$ cat src/design/apm_pkg.sv
// Shared types and constants for the AC power meter.
// Beat payloads and unit request/response structs; no dependencies.
package apm_pkg;

  localparam int unsigned SAMPLE_BITS = 16;
  localparam int unsigned TIME_BITS   = 32;
  localparam int unsigned ACC_BITS    = 64;
  localparam int unsigned OPND_BITS   = TIME_BITS + 1;
  localparam int unsigned PROD_BITS   = 2 * OPND_BITS;
  localparam int unsigned DIV_STEPS   = ACC_BITS;
  localparam int unsigned SQRT_STEPS  = ACC_BITS / 2;
  localparam int unsigned ROOT_BITS   = ACC_BITS / 2;
  localparam int unsigned REM_BITS    = ROOT_BITS + 4;

  localparam logic [31:0] HALF_PERIOD_RESET = 32'd10000;
  localparam logic [31:0] PHASE_SCALE       = 32'd18000;
  localparam logic [15:0] PHASE_MAX         = 16'd36000;

  typedef struct packed {
    logic [31:0]        sample_time;
    logic signed [15:0] voltage;
    logic signed [15:0] current;
    logic               last_sample;
  } in_beat_t;

  typedef struct packed {
    logic [15:0]        voltage_rms;
    logic [15:0]        current_rms;
    logic signed [31:0] mean_power;
    logic [31:0]        crossing_time;
    logic               crossing_found;
    logic [15:0]        phase_centideg;
    logic               span_error;
  } out_beat_t;

  typedef struct packed {
    logic                        en;
    logic signed [OPND_BITS-1:0] a;
    logic signed [OPND_BITS-1:0] b;
  } mul_req_t;

  typedef struct packed {
    logic                  start;
    logic [ACC_BITS-1:0]   dividend;
    logic [OPND_BITS-1:0]  divisor;
  } div_req_t;

  typedef struct packed {
    logic                done;
    logic [ACC_BITS-1:0] quotient;
  } div_rsp_t;

  typedef struct packed {
    logic                start;
    logic [ACC_BITS-1:0] radicand;
  } sqrt_req_t;

  typedef struct packed {
    logic                 done;
    logic [ROOT_BITS-1:0] root;
  } sqrt_rsp_t;

endpackage

$ cat src/design/apm_mul.sv
// Registered signed multiplier shared by all product steps.
// Depends on apm_pkg.
module apm_mul (
  input  logic                                clk_i,
  input  apm_pkg::mul_req_t                   req_i,
  output logic signed [apm_pkg::PROD_BITS-1:0] prod_o
);
  import apm_pkg::*;

  logic signed [PROD_BITS-1:0] prod_q;

  always_ff @(posedge clk_i) begin
    if (req_i.en) begin
      prod_q <= PROD_BITS'(req_i.a) * PROD_BITS'(req_i.b);
    end
  end

  assign prod_o = prod_q;

endmodule

$ cat config.mk
export PLATFORM = sky130hd
export DESIGN_NAME = apm_mul
export DESIGN_NICKNAME = d
export VERILOG_FILES = /design/src/design/apm_pkg.sv /design/src/design/apm_mul.sv
export SDC_FILE = /design/constraint.sdc
export NUM_CORES = 2
export LEC_CHECK = 0
export ABC_AREA = 1
export BUFFER_PORTS_ARGS = -buffer_cell sky130_fd_sc_hd__buf_4
export CORE_MARGIN = 5
export CORE_UTILIZATION = 60
export DETAILED_ROUTE_END_ITERATION = 6
export PLACE_DENSITY = 0.78
export SYNTH_ARGS = -nofsm -noshare
export SYNTH_HDL_FRONTEND = slang
export SYNTH_SLANG_ARGS = --single-unit
$ cat constraint.sdc
create_clock -name clk_i -period 10.8 [get_ports clk_i]
set_input_delay 3.24 -clock clk_i [delete_from_list [all_inputs] [get_ports clk_i]]
set_output_delay 3.24 -clock clk_i [all_outputs]
set_load 0.05 [all_outputs]
==> flow_summary.rst <==
.. list-table::
   :header-rows: 1

   * - Metric
     - Value
   * - Run status
     - finished clean
   * - Unrepaired setup endpoints after global routing
     - false
   * - Final Cycle Share
     - 93.8%
   * - Area of the core
     - 0.0727 mm^2
   * - Aggregate global routing overflow
     - 0
   * - Post-CTS setup repair buffer count
     - 0
   * - Max Cap Viol
     - 0
   * - Die extent in x
     - 280 um
   * - Post-layout min period
     - 10.13 ns
   * - Library cells used by synthesis
     - 35
   * - P&R area growth vs syn
     - 3.95%
   * - Cell accounting for the most synthesized area
     - fa_1
   * - Required time of the critical path
     - 10.85 ns
   * - Clock tree root buffer cell
     - clkbuf_16
   * - Most frequent cell after synthesis
     - inv_1
   * - Die area
     - 0.0786 mm^2
   * - Crit path top cell by count
     - fa_1
   * - Syn Area/Cell
     - 7.91 um^2
   * - Critical path endpoint category
     - flip-flop
   * - Worst min path class
     - in -> reg
   * - DRC violations left
     - 0
   * - Worst-path clk slew
     - 0.06 ns
   * - Chip height
     - 280 um
   * - Total met2 wirelength after detailed routing
     - 58500 um
   * - Cell types with the largest area share after synthesis
     - fa_1 52%, inv_1 16%, nand2_1 13%, ha_1 6.2%, edfxtp_1 4.5%
   * - Count of fill cells added during filler insertion
     - 6264
   * - Max reg flops
     - 66
   * - Initial drt markers
     - 2368
   * - Top cells by instance count after synthesis
     - 1894 x inv_1, 1517 x nand2_1, 1145 x fa_1, 262 x clkbuf_1, 217 x ha_1
   * - Top layer in use
     - met4
   * - HPWL reported at the end of detailed placement
     - 98100 um
   * - Post-synth top area share
     - 52.3%
   * - Detailed-route wire length on metal 1
     - 43500 um
   * - Total I/O pin count
     - 134
   * - Number of warnings reported in the yosys synthesis log
     - 0
   * - Post-layout net count
     - 6876
   * - Max frequency
     - 98.8 MHz
   * - Pin slew with the least headroom to its limit
     - 1.09 ns
   * - Most instantiated flip-flop cell in the synthesis netlist
     - edfxtp_1
   * - Ratio of cells with drive above 1 in the final layout
     - 4.24%
   * - Total negative slack for setup checks
     - 0 ns
   * - Wire length reported by the detailed router
     - 117000 um
   * - Maximum buffer depth of the clock tree
     - 2
   * - Total of endpoints with negative setup slack in the final report
     - 0
   * - Vias
     - 33.6k
   * - Number of buffers added by the clock tree synthesis step
     - 9
   * - Number of pins with negative max-slew slack in the final report
     - 0
   * - Pin count of the biggest net entering global routing
     - 67
   * - Avg Vias per Cell
     - 5.24
   * - FFs w/ async S/R, synth
     - 0%
   * - Largest fanout of any net on the critical path
     - 33
   * - Max transition margin
     - 26.8%
   * - Routability cong.
     - 0.984
   * - Critical path, cell by cell
     - buf_4 > nand2_1 > inv_1 > fa_1 > fa_1 > fa_1 > buf_4 > fa_1 > fa_1 > fa_1 > fa_1 > inv_1 > fa_1 > inv_1 > ha_1 > nand2_1 > inv_1 > nand2_1 > nor2_2 > inv_1 > nor2_2 > o21ai_0 > nand4_1 > nand2_1
   * - Met3 routed WL
     - 9080 um
   * - Data arrival time of the critical path
     - 10.18 ns
   * - Initial standard-cell utilization of the core
     - 60.3%
   * - Count of flip-flops with a built-in enable after synthesis
     - 66
   * - Nets in the synthesized netlist
     - 6973
   * - Clock tree from TritonCTS
     - built
   * - 1st-pass router iterations
     - 7
   * - Sinks on the clock net
     - 66
   * - Sequential area share after synthesis
     - 4.52%
   * - Crit Path Class
     - in -> reg
   * - Count of state elements after synthesis
     - 66
   * - Syn Std Cell Area
     - 0.0438 mm^2
   * - Delay of the slowest cell on the worst path
     - 0.67 ns
   * - Multi-input combinational cell area
     - 0.0338 mm^2
   * - CP Launch Type
     - input pin
   * - Global-route total usage across every layer
     - 31.4%
   * - Std-Cell Rows
     - 99
   * - Register Area
     - 0.00198 mm^2
   * - Number of failing hold endpoints at the final stage
     - 0
   * - CP max stage cell
     - fa_1
   * - Cell count after synthesis
     - 5543
   * - Hold-fix buffers at CTS
     - 0
   * - Number of cells upsized or downsized after cts
     - 0
   * - Vias in the first global route
     - 37.9k
   * - Count of port buffers added during placement
     - 133
   * - Wire length of the first global-routing pass
     - 196000 um
   * - Post-route antenna net violation count
     - 0
   * - Average detailed-routed wire length per instance
     - 18.3 um
   * - Number of antenna violations at the first check in global routing
     - 3
   * - H-tree level count
     - 3
path summary, 6_finish.rpt:
kind | startpoint | end | slack [ns] | cells past startpoint
max | req_i[0] | prod_o[49]$_DFFE_PP_ | 0.67 | 24
min | req_i[0] | prod_o[0]$_DFFE_PP_ | 3.49 | 3
logic make-up (layout without fill, tap and decap cells):
| logic type | after synthesis | in the layout | synth area share (%) |
|---|---|---|---|
| buf+inv | 2158 | 2066 | 18.5 |
| simple gates | 1810 | 1810 | 16.3 |
| fa+ha+maj | 1362 | 1362 | 58.5 |
| compound gates | 106 | 106 | 1.36 |
| flops | 66 | 66 | 4.52 |
| xor+xnor | 41 | 41 | 0.819 |
| other cells | 0 | 4 | 0 |
final cells by class:
type                            count  share of cell area (%)
Antenna cell                        4                  0.0220
Clock buffer                       10                   0.503
Clock inverter                      6                   0.253
Inverter                         1895                    15.6
Multi-Input combinational cell   3319                    74.1
Sequential cell                    66                    4.35
Tap cell                          959                    2.63
Timing Repair Buffer              155                    2.55
layout by cell type (no fill, tap or decap), types with 4 or more instances in the layout:
master	netlist	final
inv_1	1894	1894
nand2_1	1517	1517
fa_1	1145	1145
ha_1	217	217
buf_4	0	155
nor2_1	131	131
nand3_1	70	70
edfxtp_1	66	66
a21oi_1	61	61
xor2_1	37	37
nor2_2	20	20
o21ai_0	19	19
nand4_1	19	19
nand2_2	17	17
o21bai_1	14	14
clkbuf_16	0	9
nand3_2	8	8
nor3_1	7	7
or2_2	5	5
diode_2	0	4
a21oi_2	4	4
xnor2_1	4	4
nor4_1	4	4
metrics by stage:
stage / instance area [um^2] / setup WS (ns) / cells / utilization, % / hold slack (ns)
floorplan: 43800 / 0.664 / 5543 / - / 3.35
global placement: 45200 / 0.494 / 6394 / 62.2 / 3.73
detailed placement: 45200 / 0.366 / 6394 / 62.2 / 3.73
CTS: 45600 / 0.718 / 6410 / 62.7 / 3.47
global route: 45600 / 0.251 / 6410 / 62.7 / 3.49
finish: 45600 / 0.674 / 6414 / 62.7 / 3.49
routing by layer:
metal  global-route usage [%]  vias to the layer above
li1                         -                    14900
met1                     39.0                    16800
met2                     54.8                     1558
met3                     5.38                      418
met4                     13.1                        0
met5                        0                        -
critical path, delay by kind of cell:
kind,cells,cell delay (ns)
AOI/OAI and AO/OA,1,0.20
adders and majority gates,9,4.65
buffers and inverters,7,1.02
and+or+nand+nor,7,1.05
Power is left out: the tool's default activity adds up to more than one toggle a clock period on the data nets, which glitch-free logic cannot reach.
