**config.mk**
```make
export PLATFORM = sky130hd
export DESIGN_NAME = apm_div
export DESIGN_NICKNAME = d
export VERILOG_FILES = /design/src/design/apm_pkg.sv /design/src/design/apm_div.sv
export SDC_FILE = /design/constraint.sdc
export NUM_CORES = 1
export LEC_CHECK = 0
export BUFFER_PORTS_ARGS = -buffer_cell sky130_fd_sc_hd__buf_4
export CAP_MARGIN = 5
export CORE_MARGIN = 2
export CORE_UTILIZATION = 50
export CTS_CLUSTER_SIZE = 16
export DETAILED_ROUTE_END_ITERATION = 6
export PLACE_DENSITY = 0.77
export SLEW_MARGIN = 5
export SYNTH_ARGS = -nofsm -noshare
export SYNTH_HDL_FRONTEND = slang
export SYNTH_SLANG_ARGS = --single-unit
```
**constraint.sdc**
```tcl
create_clock -name clk_i -period 3.1 [get_ports clk_i]
set_input_delay 0.465 -clock clk_i [delete_from_list [all_inputs] [get_ports clk_i]]
set_output_delay 0.465 -clock clk_i [all_outputs]
set_load 0.01 [all_outputs]
```
**src/design/apm_pkg.sv**
```systemverilog
// Shared types and constants for the AC power meter.
// Beat payloads and unit request/response structs; no dependencies.
package apm_pkg;

  localparam int unsigned SAMPLE_BITS = 16;
  localparam int unsigned TIME_BITS   = 32;
  localparam int unsigned ACC_BITS    = 64;
  localparam int unsigned OPND_BITS   = TIME_BITS + 1;
  localparam int unsigned PROD_BITS   = 2 * OPND_BITS;
  localparam int unsigned DIV_STEPS   = ACC_BITS;
  localparam int unsigned SQRT_STEPS  = ACC_BITS / 2;
  localparam int unsigned ROOT_BITS   = ACC_BITS / 2;
  localparam int unsigned REM_BITS    = ROOT_BITS + 4;

  localparam logic [31:0] HALF_PERIOD_RESET = 32'd10000;
  localparam logic [31:0] PHASE_SCALE       = 32'd18000;
  localparam logic [15:0] PHASE_MAX         = 16'd36000;

  typedef struct packed {
    logic [31:0]        sample_time;
    logic signed [15:0] voltage;
    logic signed [15:0] current;
    logic               last_sample;
  } in_beat_t;

  typedef struct packed {
    logic [15:0]        voltage_rms;
    logic [15:0]        current_rms;
    logic signed [31:0] mean_power;
    logic [31:0]        crossing_time;
    logic               crossing_found;
    logic [15:0]        phase_centideg;
    logic               span_error;
  } out_beat_t;

  typedef struct packed {
    logic                        en;
    logic signed [OPND_BITS-1:0] a;
    logic signed [OPND_BITS-1:0] b;
  } mul_req_t;

  typedef struct packed {
    logic                  start;
    logic [ACC_BITS-1:0]   dividend;
    logic [OPND_BITS-1:0]  divisor;
  } div_req_t;

  typedef struct packed {
    logic                done;
    logic [ACC_BITS-1:0] quotient;
  } div_rsp_t;

  typedef struct packed {
    logic                start;
    logic [ACC_BITS-1:0] radicand;
  } sqrt_req_t;

  typedef struct packed {
    logic                 done;
    logic [ROOT_BITS-1:0] root;
  } sqrt_rsp_t;

endpackage

```
**src/design/apm_div.sv**
```systemverilog
// Restoring serial divider, one quotient bit per cycle.
// Depends on apm_pkg.
module apm_div (
  input  logic              clk_i,
  input  logic              rst_ni,
  input  apm_pkg::div_req_t req_i,
  output apm_pkg::div_rsp_t rsp_o
);
  import apm_pkg::*;

  localparam int unsigned CNT_BITS = $clog2(DIV_STEPS + 1);

  logic [CNT_BITS-1:0]  cnt_q, cnt_d;
  logic                 busy_q, busy_d;
  logic                 done_q, done_d;
  logic [ACC_BITS-1:0]  quo_q, quo_d;
  logic [OPND_BITS:0]   rem_q, rem_d;
  logic [OPND_BITS-1:0] dvs_q, dvs_d;
  logic [OPND_BITS:0]   rem_sh;
  logic                 ge;

  always_comb begin
    cnt_d  = cnt_q;
    busy_d = busy_q;
    quo_d  = quo_q;
    rem_d  = rem_q;
    dvs_d  = dvs_q;
    done_d = 1'b0;
    rem_sh = {rem_q[OPND_BITS-1:0], quo_q[ACC_BITS-1]};
    ge     = rem_sh >= {1'b0, dvs_q};
    if (req_i.start) begin
      quo_d  = req_i.dividend;
      rem_d  = '0;
      dvs_d  = req_i.divisor;
      cnt_d  = CNT_BITS'(DIV_STEPS);
      busy_d = 1'b1;
    end else if (busy_q) begin
      rem_d = ge ? rem_sh - {1'b0, dvs_q} : rem_sh;
      quo_d = {quo_q[ACC_BITS-2:0], ge};
      cnt_d = cnt_q - 1'b1;
      if (cnt_q == CNT_BITS'(1)) begin
        busy_d = 1'b0;
        done_d = 1'b1;
      end
    end
  end

  always_ff @(posedge clk_i or negedge rst_ni) begin
    if (!rst_ni) begin
      cnt_q  <= '0;
      busy_q <= 1'b0;
      done_q <= 1'b0;
    end else begin
      cnt_q  <= cnt_d;
      busy_q <= busy_d;
      done_q <= done_d;
    end
  end

  always_ff @(posedge clk_i) begin
    quo_q <= quo_d;
    rem_q <= rem_d;
    dvs_q <= dvs_d;
  end

  assign rsp_o.done     = done_q;
  assign rsp_o.quotient = quo_q;

endmodule

```
==> impl_metrics.yaml <==
clocking:
  cts-buffers-inserted: 17
  path_clk_slew_ns: 0.06
  clock-sinks: 139
  maximum_buffer_depth_of_the_clock_tree: 2
  clkLatencyLatePin_ns: 0.43
  tritoncts: "done"
  clk_root_buffer_cell: "clkbuf_16"
  h_tree_levels: 4
critical_path:
  cp_max_fo: 6
  crit_required_ns: 3.27
  critical_path_data_arrival_time_ns: 3.23
  crit_path_start_kind: "flip-flop"
  crit_path_max_incr_delay_ns: 0.41
  timing.critical_path.cells: "inv_2 > ha_4 > inv_2 > fa_2 > a21oi_4 > o221ai_4 > a221oi_2 > and2b_2 > o31ai_4 > o21ai_4 > buf_4 > mux2_2"
  timing_worst_setup_path_type: "flip-flop to flip-flop"
  crit_path_end_kind: "flip-flop"
  cpMostUsedCell: "inv_2"
  cpMaxStageDelayCell: "edfxtp_1"
sta:
  hold_violations: 0
  worst_margin_pin_slew_ns: 0.7098
  max-slew-margin-rel_pct: 52.68
  rsz_0062_raised_after_global_routing: "true"
  final-setup-viol-count: 0
  final.period_utilization_pct: 98.46
  finalMaxSlewViolations: 0
  fin_skew_ns: 0.01192
  final_period_minus_worst_setup_slack_ns: 3.052
  highest_clock_rate_mhz: 327.6
logic_synthesis:
  synth_edf_count: 97
  net_count_synth: 816
  postSynth.topFlopCell: "edfxtp_1"
  share_of_the_synthesized_area_in_the_top_cell_type_pct: 38.35
  netlist_instances: 680
  synth_area_sq_um: 7596
  post_synth_cell_types: 66
  synth-async-reset-ratio_pct: 6.475
  synth_seq_area_share_pct: 50.01
  number_of_synthesis_warnings: 0
  post-synth-top-area-cell: "edfxtp_1"
  synth.top_cells.by_area: "edfxtp_1, mux2_2, dfxtp_1, ha_1, mux2i_1"
  postSynthRegisterBits: 139
  syn-mean-instance-area_sq_um: 11.17
detailed_routing:
  antenna_violating_nets_post_route: 0
  avgViaCountPerCell: 5.622
  finalWirelength_microns: 18460
  drc_violation_count_after_routing: 0
  dr.pass1.iters: 5
  initialDrtViolationCount: 408
  routed_wire_length_per_instance_microns: 17.34
  dr_total_vias: 5987
floorplan:
  placement_rows: 45
  die-area_sq_um: 16190
  die_width_microns: 127.3
  start_util_pct: 50.53
  pin_count: 165
  die_boundary_height_microns: 127.3
  design.core.area_sq_um: 15030
finish:
  share_of_cells_above_drive_strength_1_pct: 36.49
  ant_cells: 0
  filler_cell_count: 1161
  nets: 1002
  area_delta_synth_final_pct: 30.67
  final_cell_mix: "buf_4, edfxtp_1, mux2_2"
  layout.cells.most_common: "buf_4"
  post-route-cell-area_sq_um: 9926
placed_design:
  final_wtd_congestion: 0.9371
  dpl-instance-area_sq_um: 9169
  place.port_buffers: 164
  dpl.hpwl_microns: 12940
global_routing:
  gr_usage_total_pct: 22.68
  grt_start_max_net_pins: 75
  first_global_vias: 6066
  initial_antenna_violation_count: 0
  global_route.overflow_total: 0
  grt_first_pass_wirelength_microns: 28990
job:
  max_capacitance_violation_count: 0
pwr:
  power.density_cell_area_nw_per_um2: 771.3
  fin_total_pwr_w: 0.007656
  worst_ir_drop_vdd_v: 0.0004633
  static-leakage-power_nw: 4.251
status:
  run_status: "complete, no violations"
min_path:
  worst_hold_path_type: "primary input to flip-flop"
[cell usage after synthesis, types with 3 or more instances]
master / count
a211o_1: 3
o21ai_0: 35
o31a_1: 3
buf_6: 3
nand2b_1: 10
a31oi_1: 9
nor3_1: 8
a21o_1: 10
ha_1: 35
a31o_2: 3
a211oi_1: 20
edfxtp_1: 97
dfxtp_1: 33
nand3_1: 7
o211ai_1: 6
a21oi_1: 27
or3_1: 4
buf_1: 3
xor2_1: 11
mux2_2: 64
xnor2_1: 21
inv_1: 45
mux2i_1: 25
buf_2: 3
o41ai_1: 3
clkbuf_1: 24
nor2_1: 53
o21a_1: 3
dfrtp_1: 9
nor4_1: 5
nand2_1: 48
nand4_1: 7
[report_power, final]
group / leakage, nW / internal [W] / total (W) / switching [W]
sequential: 1.38 / 0.00237 / 0.00263 / 0.000261
clock: 0.300 / 0.00135 / 0.00214 / 0.000796
combinational: 2.57 / 0.00139 / 0.00289 / 0.00150
[per-layer routing]
layer  track usage, %  wire, microns  vias to the layer above
li1                 -              -                     2878
met1            27.62           7809                     2871
met2            37.16           8942                      215
met3            7.705           1391                       23
met4            9.244            319                        0
met5                0              0                        -
[final timing paths]
check	cells after the start	slack [ns]	to	startpoint
max in group asynchronous	2	2.55	done_q	rst_ni
setup reg to reg	12	0.05	quo_q[0]	quo_q[63]
min in group asynchronous	2	0.41	cnt_q[0]	rst_ni
hold / removal	1	0.21	dvs_q[6]	req_i[6]
setup / recovery	12	0.05	quo_q[0]	quo_q[63]
hold reg to reg	2	0.50	rem_q[13]	rem_q[13]
[per-stage QoR]
| step | hold slack, ns | instances | setup TNS (ns) | setup slack, ns | util (%) |
|---|---|---|---|---|---|
| finish | 0.2105 | 1065 | 0 | 0.04777 | 66.03 |
| global route | 0.1910 | 1065 | -2.631 | -0.1345 | 66.03 |
| CTS | 0.1930 | 1063 | -0.1295 | -0.02764 | 65.40 |
| detailed placement | 0.2987 | 1028 | -0.7848 | -0.1029 | 60.99 |
| global placement | 0.2912 | 1028 | 0 | 0.04636 | 60.99 |
| floorplan | 0.1694 | 680 | 0 | 0.05161 | - |
[registers in the layout, indices dropped and copies added (netlist names)]
signal,count
done_q,1
cnt_q,7
busy_q,1
dvs_q,33
rem_q,33
quo_q,64
[area by class of cell]
cell class / count / area (sq um) / area share [%]
tap: 188 / 235.2 / 2.370
timing repair buffer: 201 / 1551 / 15.63
multi-input combinational: 462 / 3557 / 35.84
sequential: 139 / 3799 / 38.27
clock inverter: 13 / 188.9 / 1.903
clock buffer: 17 / 425.4 / 4.286
inverter: 45 / 168.9 / 1.702
[repair_timing]
item | 4_1_cts | 5_1_grt
setup buffers | 3 | 2
hold buffers | 1 | 0
resized for setup | 1 | 19
pin swaps | 2 | 26
endpoints found under the hold margin | 9 | 0
setup endpoints to repair | 20 | 34
gates cloned | 1 | 0
[critical path: cells and delay by family, from the launching register on]
family | cells | cell delay (ns)
DFF | 1 | 0.41
adders and majority gates | 2 | 0.52
buffers and inverters | 3 | 0.34
muxes | 1 | 0.25
and+or+nand+nor | 1 | 0.28
AOI/OAI and AO/OA | 5 | 1.01
[kinds of logic after synthesis]
| group | count (synthesis) | share of synthesized area [%] |
|---|---|---|
| mux | 90 | 12.98 |
| flops | 139 | 50.01 |
| compound gates | 146 | 13.29 |
| xor+xnor | 32 | 3.690 |
| fa+ha+maj | 36 | 6.029 |
| simple gates | 157 | 9.603 |
| buf+inv | 80 | 4.398 |
(Power assumes the default switching activity.)
