===== src/design/apm_pkg.sv =====
// Shared types and constants for the AC power meter.
// Beat payloads and unit request/response structs; no dependencies.
package apm_pkg;

  localparam int unsigned SAMPLE_BITS = 16;
  localparam int unsigned TIME_BITS   = 32;
  localparam int unsigned ACC_BITS    = 64;
  localparam int unsigned OPND_BITS   = TIME_BITS + 1;
  localparam int unsigned PROD_BITS   = 2 * OPND_BITS;
  localparam int unsigned DIV_STEPS   = ACC_BITS;
  localparam int unsigned SQRT_STEPS  = ACC_BITS / 2;
  localparam int unsigned ROOT_BITS   = ACC_BITS / 2;
  localparam int unsigned REM_BITS    = ROOT_BITS + 4;

  localparam logic [31:0] HALF_PERIOD_RESET = 32'd10000;
  localparam logic [31:0] PHASE_SCALE       = 32'd18000;
  localparam logic [15:0] PHASE_MAX         = 16'd36000;

  typedef struct packed {
    logic [31:0]        sample_time;
    logic signed [15:0] voltage;
    logic signed [15:0] current;
    logic               last_sample;
  } in_beat_t;

  typedef struct packed {
    logic [15:0]        voltage_rms;
    logic [15:0]        current_rms;
    logic signed [31:0] mean_power;
    logic [31:0]        crossing_time;
    logic               crossing_found;
    logic [15:0]        phase_centideg;
    logic               span_error;
  } out_beat_t;

  typedef struct packed {
    logic                        en;
    logic signed [OPND_BITS-1:0] a;
    logic signed [OPND_BITS-1:0] b;
  } mul_req_t;

  typedef struct packed {
    logic                  start;
    logic [ACC_BITS-1:0]   dividend;
    logic [OPND_BITS-1:0]  divisor;
  } div_req_t;

  typedef struct packed {
    logic                done;
    logic [ACC_BITS-1:0] quotient;
  } div_rsp_t;

  typedef struct packed {
    logic                start;
    logic [ACC_BITS-1:0] radicand;
  } sqrt_req_t;

  typedef struct packed {
    logic                 done;
    logic [ROOT_BITS-1:0] root;
  } sqrt_rsp_t;

endpackage


===== src/design/apm_sqrt.sv =====
// Serial integer square root, one root bit per cycle.
// Depends on apm_pkg.
module apm_sqrt (
  input  logic               clk_i,
  input  logic               rst_ni,
  input  apm_pkg::sqrt_req_t req_i,
  output apm_pkg::sqrt_rsp_t rsp_o
);
  import apm_pkg::*;

  localparam int unsigned CNT_BITS = $clog2(SQRT_STEPS + 1);

  logic [CNT_BITS-1:0]  cnt_q, cnt_d;
  logic                 busy_q, busy_d;
  logic                 done_q, done_d;
  logic [ACC_BITS-1:0]  rad_q, rad_d;
  logic [REM_BITS-1:0]  rem_q, rem_d;
  logic [ROOT_BITS-1:0] root_q, root_d;
  logic [REM_BITS-1:0]  rem_sh;
  logic [REM_BITS-1:0]  trial;
  logic                 ge;

  always_comb begin
    cnt_d  = cnt_q;
    busy_d = busy_q;
    rad_d  = rad_q;
    rem_d  = rem_q;
    root_d = root_q;
    done_d = 1'b0;
    rem_sh = {rem_q[REM_BITS-3:0], rad_q[ACC_BITS-1:ACC_BITS-2]};
    trial  = {2'b00, root_q, 2'b01};
    ge     = rem_sh >= trial;
    if (req_i.start) begin
      rad_d  = req_i.radicand;
      rem_d  = '0;
      root_d = '0;
      cnt_d  = CNT_BITS'(SQRT_STEPS);
      busy_d = 1'b1;
    end else if (busy_q) begin
      rad_d  = {rad_q[ACC_BITS-3:0], 2'b00};
      rem_d  = ge ? rem_sh - trial : rem_sh;
      root_d = {root_q[ROOT_BITS-2:0], ge};
      cnt_d  = cnt_q - 1'b1;
      if (cnt_q == CNT_BITS'(1)) begin
        busy_d = 1'b0;
        done_d = 1'b1;
      end
    end
  end

  always_ff @(posedge clk_i or negedge rst_ni) begin
    if (!rst_ni) begin
      cnt_q  <= '0;
      busy_q <= 1'b0;
      done_q <= 1'b0;
    end else begin
      cnt_q  <= cnt_d;
      busy_q <= busy_d;
      done_q <= done_d;
    end
  end

  always_ff @(posedge clk_i) begin
    rad_q  <= rad_d;
    rem_q  <= rem_d;
    root_q <= root_d;
  end

  assign rsp_o.done = done_q;
  assign rsp_o.root = root_q;

endmodule


===== config.mk =====
export PLATFORM = sky130hd
export DESIGN_NAME = apm_sqrt
export DESIGN_NICKNAME = d
export VERILOG_FILES = /design/src/design/apm_pkg.sv /design/src/design/apm_sqrt.sv
export SDC_FILE = /design/constraint.sdc
export NUM_CORES = 1
export LEC_CHECK = 0
export ABC_AREA = 0
export BUFFER_PORTS_ARGS = -buffer_cell sky130_fd_sc_hd__buf_2
export CAP_MARGIN = 20
export CELL_PAD_IN_SITES_DETAIL_PLACEMENT = 0
export CELL_PAD_IN_SITES_GLOBAL_PLACEMENT = 1
export CORE_UTILIZATION = 30
export DETAILED_ROUTE_END_ITERATION = 10
export PLACE_DENSITY = 0.56
export SETUP_SLACK_MARGIN = 0.2
export SLEW_MARGIN = 5
export SYNTH_ARGS = -nofsm -noshare
export SYNTH_HDL_FRONTEND = slang
export SYNTH_SLANG_ARGS = --single-unit

===== constraint.sdc =====
create_clock -name clk_i -period 3.85 [get_ports clk_i]
set_input_delay 0.5775 -clock clk_i [delete_from_list [all_inputs] [get_ports clk_i]]
set_output_delay 0.5775 -clock clk_i [all_outputs]
set_load 0.02 [all_outputs]

==> impl_metrics.prom <==
# TYPE chip_impl_metric gauge
chip_impl_info{name="status",value="completed"} 1
chip_impl_metric{name="yosysTopAreaCellShare",unit="%"} 24.83
chip_impl_metric{name="cts.path.max_buffers",unit=""} 2
chip_impl_metric{name="post_synth_simple_gate_area",unit="%"} 12.78
chip_impl_info{name="synth_top_cells_by_count",value="sky130_fd_sc_hd__nor2_1 (69), sky130_fd_sc_hd__dfxtp_1 (66), sky130_fd_sc_hd__edfxtp_1 (64)"} 1
chip_impl_metric{name="detailroute.via_count",unit=""} 5732
chip_impl_info{name="tritoncts_clock_tree",value="done"} 1
chip_impl_metric{name="slew-limit-headroom",unit="%"} 40.56
chip_impl_metric{name="postSynthCellCount",unit=""} 742
chip_impl_metric{name="drt_wl_total",unit="µm"} 19000
chip_impl_metric{name="tns",unit="ns"} 0
chip_impl_metric{name="layout-drive-gt1-share",unit="%"} 28.86
chip_impl_metric{name="achievable_freq",unit="MHz"} 322.2
chip_impl_metric{name="synthesis.area",unit="µm²"} 7741
chip_impl_metric{name="port-buffer-count",unit=""} 99
chip_impl_metric{name="timing.final.crit_period",unit="ns"} 3.103
chip_impl_info{name="synth_top_family_by_area",value="multiplexers"} 1
chip_impl_metric{name="synth_async_sr_flop_share",unit="%"} 5.797
chip_impl_metric{name="postCtsHoldBufs",unit=""} 1
chip_impl_metric{name="cts-htree-levels",unit=""} 4
chip_impl_info{name="cts_root_buf",value="sky130_fd_sc_hd__clkbuf_16"} 1
chip_impl_metric{name="hpwl",unit="µm"} 13140
chip_impl_metric{name="final_min_period_over_clock_period",unit="%"} 80.60
chip_impl_metric{name="place_congestion",unit=""} 0.7642
chip_impl_metric{name="wl_per_cell",unit="µm"} 16.21
chip_impl_metric{name="critical_path.max_fanout",unit=""} 14
chip_impl_metric{name="floorplan.die_area",unit="µm²"} 26450
chip_impl_metric{name="viasPerCell",unit=""} 4.891
chip_impl_metric{name="total_power",unit="mW"} 7.273
chip_impl_metric{name="synth_fa_ha_area_share",unit="%"} 5.819
chip_impl_info{name="rr_startpoint",value="root_q[7]"} 1
chip_impl_metric{name="drtAntennaViolNets",unit=""} 0
chip_impl_metric{name="drt_pre_antenna_iters",unit=""} 6
chip_impl_metric{name="power_leakage",unit="nW"} 3.877
chip_impl_metric{name="io_pins",unit=""} 100
chip_impl_metric{name="number_of_buffers_added_by_the_clock_tree_synthesis_step",unit=""} 17
chip_impl_info{name="hold_path_class",value="input port to register"} 1
chip_impl_metric{name="cts.clk_slew.worst_paths",unit="ns"} 0.07
chip_impl_metric{name="fin_util",unit="%"} 36.39
chip_impl_metric{name="ctsResizeCount",unit=""} 0
chip_impl_metric{name="clock_latency",unit="ns"} 0.43
chip_impl_metric{name="synth-xor-area-share",unit="%"} 3.734
chip_impl_metric{name="hold-path-cell-count",unit=""} 2
chip_impl_metric{name="largest_net_degree_at_the_start_of_global_routing",unit=""} 63
chip_impl_info{name="min_delay_worst_endpoint",value="rad_q[0]"} 1
chip_impl_info{name="worstSetupPathType",value="register to register"} 1
chip_impl_metric{name="post-cts-setup-buffers",unit=""} 0
chip_impl_metric{name="starting_utilization_of_the_core_area",unit="%"} 30.65
chip_impl_metric{name="ys_seq_elements",unit=""} 138
chip_impl_info{name="hold_path_startpoint",value="req_i[0]"} 1
chip_impl_metric{name="place.detailed.instances",unit=""} 1139
chip_impl_metric{name="grt_pass1_vias",unit=""} 5688
chip_impl_info{name="synth_top_area_cell",value="sky130_fd_sc_hd__edfxtp_1"} 1
chip_impl_metric{name="insertedDiodeCount",unit=""} 0
chip_impl_metric{name="yosysWarningCount",unit=""} 0
chip_impl_metric{name="fillers",unit=""} 2591
chip_impl_metric{name="grt.overflow.total",unit=""} 0
chip_impl_info{name="cp-end-kind",value="register"} 1
chip_impl_metric{name="syn-mean-instance-area",unit="µm²"} 10.43
chip_impl_metric{name="maxSlewViolCount",unit=""} 0
chip_impl_info{name="synth_top_cells_by_area",value="sky130_fd_sc_hd__edfxtp_1 (25%), sky130_fd_sc_hd__dfxtp_1 (17%), sky130_fd_sc_hd__mux2_2 (9.2%)"} 1
chip_impl_info{name="most_used_standard_cell_by_instance_count_after_synthesis",value="sky130_fd_sc_hd__nor2_1"} 1
chip_impl_metric{name="reg2reg_depth",unit=""} 11
chip_impl_info{name="rr_endpoint",value="rem_q[19]"} 1
chip_impl_metric{name="synthToLayoutAreaGrowth",unit="%"} 18.72
chip_impl_metric{name="final.setup_skew",unit="ns"} 0.009454
chip_impl_info{name="grt_setup_unrepaired",value="false"} 1
chip_impl_metric{name="data_arrival_time_at_the_worst_slack_endpoint",unit="ns"} 3.38
chip_impl_metric{name="drc_violations",unit=""} 0
chip_impl_metric{name="ys_types",unit=""} 71
chip_impl_metric{name="fp.dieW",unit="µm"} 162.6
chip_impl_metric{name="antenna_found_initial",unit=""} 0
chip_impl_metric{name="reg2reg_slack",unit="ns"} 0.75
chip_impl_metric{name="post-route-cell-area",unit="µm²"} 9190
chip_impl_metric{name="post_dp_cell_area",unit="µm²"} 8551
chip_impl_metric{name="num_rows",unit=""} 58
chip_impl_metric{name="timing.critical_path.required",unit="ns"} 4.12
chip_impl_metric{name="number_of_sinks_on_the_clock_net",unit=""} 138
chip_impl_info{name="yosys_most_used_dff",value="sky130_fd_sc_hd__dfxtp_1"} 1
chip_impl_metric{name="synth_fp_nets",unit=""} 845
chip_impl_metric{name="first_pass_grt_wire_length",unit="µm"} 31040
chip_impl_metric{name="tightestPinTransition",unit="ns"} 0.8875
chip_impl_metric{name="synth-edff-count",unit=""} 64
chip_impl_metric{name="groute.usage.overall",unit="%"} 14.99
chip_impl_metric{name="nNetsFinal",unit=""} 932
chip_impl_metric{name="drt_first_iter_violations",unit=""} 303
chip_impl_metric{name="setup_viol_count_final",unit=""} 0
chip_impl_metric{name="dieHeight",unit="µm"} 162.6
chip_impl_metric{name="fraction_of_the_mapped_netlist_area_in_compound_gates",unit="%"} 14.29
chip_impl_metric{name="multiplexer_area_fraction_after_synthesis",unit="%"} 14.47
chip_impl_metric{name="worst_ir_drop_vdd",unit="V"} 0.0004007
chip_impl_metric{name="final_hold_viol_count",unit=""} 0
chip_impl_metric{name="synth-seq-area-share",unit="%"} 44.48
chip_impl_metric{name="cap_violations",unit=""} 0
chip_impl_metric{name="power-per-cell-area",unit="nW/µm²"} 791.4
chip_impl_metric{name="finalNonFillerCells",unit=""} 1172
chip_impl_metric{name="core_region_area",unit="µm²"} 25250
chip_impl_info{name="worst_setup_path_start_kind",value="register"} 1
[worst max-delay path by stage]
stage               startpoint   endpoint  cells after the start
CTS                  root_q[7]  rem_q[19]                     11
detailed placement   root_q[7]  rem_q[22]                     11
finish               root_q[7]  rem_q[19]                     11
floorplan            root_q[7]   rem_q[8]                     12
global placement     root_q[7]  rem_q[22]                     11
global route         root_q[7]  rem_q[22]                     11
[per-layer routing]
metal  vias to the layer above  global-route usage [%]  wire length (µm)
met5                         -                       0                 0
met4                         0                   4.333               168
met3                        13                   3.285               668
met2                        81                   22.67              8579
met1                      2763                   21.27              9586
li1                       2875                       -                 -
[cell families after synthesis]
| family | after synthesis |
|---|---|
| multiplexers | 104 |
| buffers and inverters | 82 |
| AO/OA/AOI/OAI | 144 |
| XOR/XNOR | 33 |
| AND/OR/NAND/NOR | 205 |
| adder cells (fa/ha/maj) | 36 |
| flip-flops | 138 |
[registers in the layout, indices dropped and copies added, names as in the netlist]
name,count
rem_q,34
cnt_q,6
rad_q,64
root_q,32
busy_q,1
done_q,1
[placed cells by master (no fill, tap or decap), types with 35 or more instances in the layout]
master and instances:
sky130_fd_sc_hd__inv_1 43, sky130_fd_sc_hd__mux2i_1 41, sky130_fd_sc_hd__ha_1 36, sky130_fd_sc_hd__a21oi_1 35, sky130_fd_sc_hd__edfxtp_1 64, sky130_fd_sc_hd__nand2_1 49
sky130_fd_sc_hd__mux2_2 63, sky130_fd_sc_hd__nor2_1 69, sky130_fd_sc_hd__buf_2 98, sky130_fd_sc_hd__dfxtp_1 66
[power by group]
part | total (mW) | switching [mW] | internal, mW
registers | 2.03 | 0.194 | 1.83
clock network | 1.78 | 0.734 | 1.05
logic | 3.46 | 1.98 | 1.49
total | 7.27 | 2.90 | 4.37
[layout make-up]
| class | instances | area (µm²) | area share [%] |
|---|---|---|---|
| Clock buffer | 17 | 425.4 | 4.629 |
| Clock inverter | 15 | 203.9 | 2.219 |
| Inverter | 44 | 165.2 | 1.797 |
| Multi-Input combinational cell | 522 | 3958 | 43.06 |
| Sequential cell | 138 | 3447 | 37.51 |
| Tap cell | 330 | 412.9 | 4.493 |
| Timing Repair Buffer | 106 | 578.1 | 6.290 |
[per-stage QoR]
stage	hold WS (ns)	worst slack (ns)
floorplan	0.2819	1.095
global placement	0.4428	0.8097
detailed placement	0.4464	0.7144
CTS	0.4225	0.6872
global route	0.4237	0.4167
finish	0.4320	0.7468
[worst max-delay path, stage by stage, from the launching register on]
cell	delay, ns
sky130_fd_sc_hd__dfxtp_1	0.37
sky130_fd_sc_hd__inv_1	0.06
sky130_fd_sc_hd__ha_1	0.42
sky130_fd_sc_hd__nand2_1	0.15
sky130_fd_sc_hd__nor4_4	0.39
sky130_fd_sc_hd__a221oi_4	0.15
sky130_fd_sc_hd__o21ai_4	0.28
sky130_fd_sc_hd__a21oi_4	0.12
sky130_fd_sc_hd__o21ai_4	0.47
sky130_fd_sc_hd__buf_12	0.23
sky130_fd_sc_hd__mux2i_1	0.19
sky130_fd_sc_hd__a211oi_1	0.08
(Power assumes the default switching activity.)
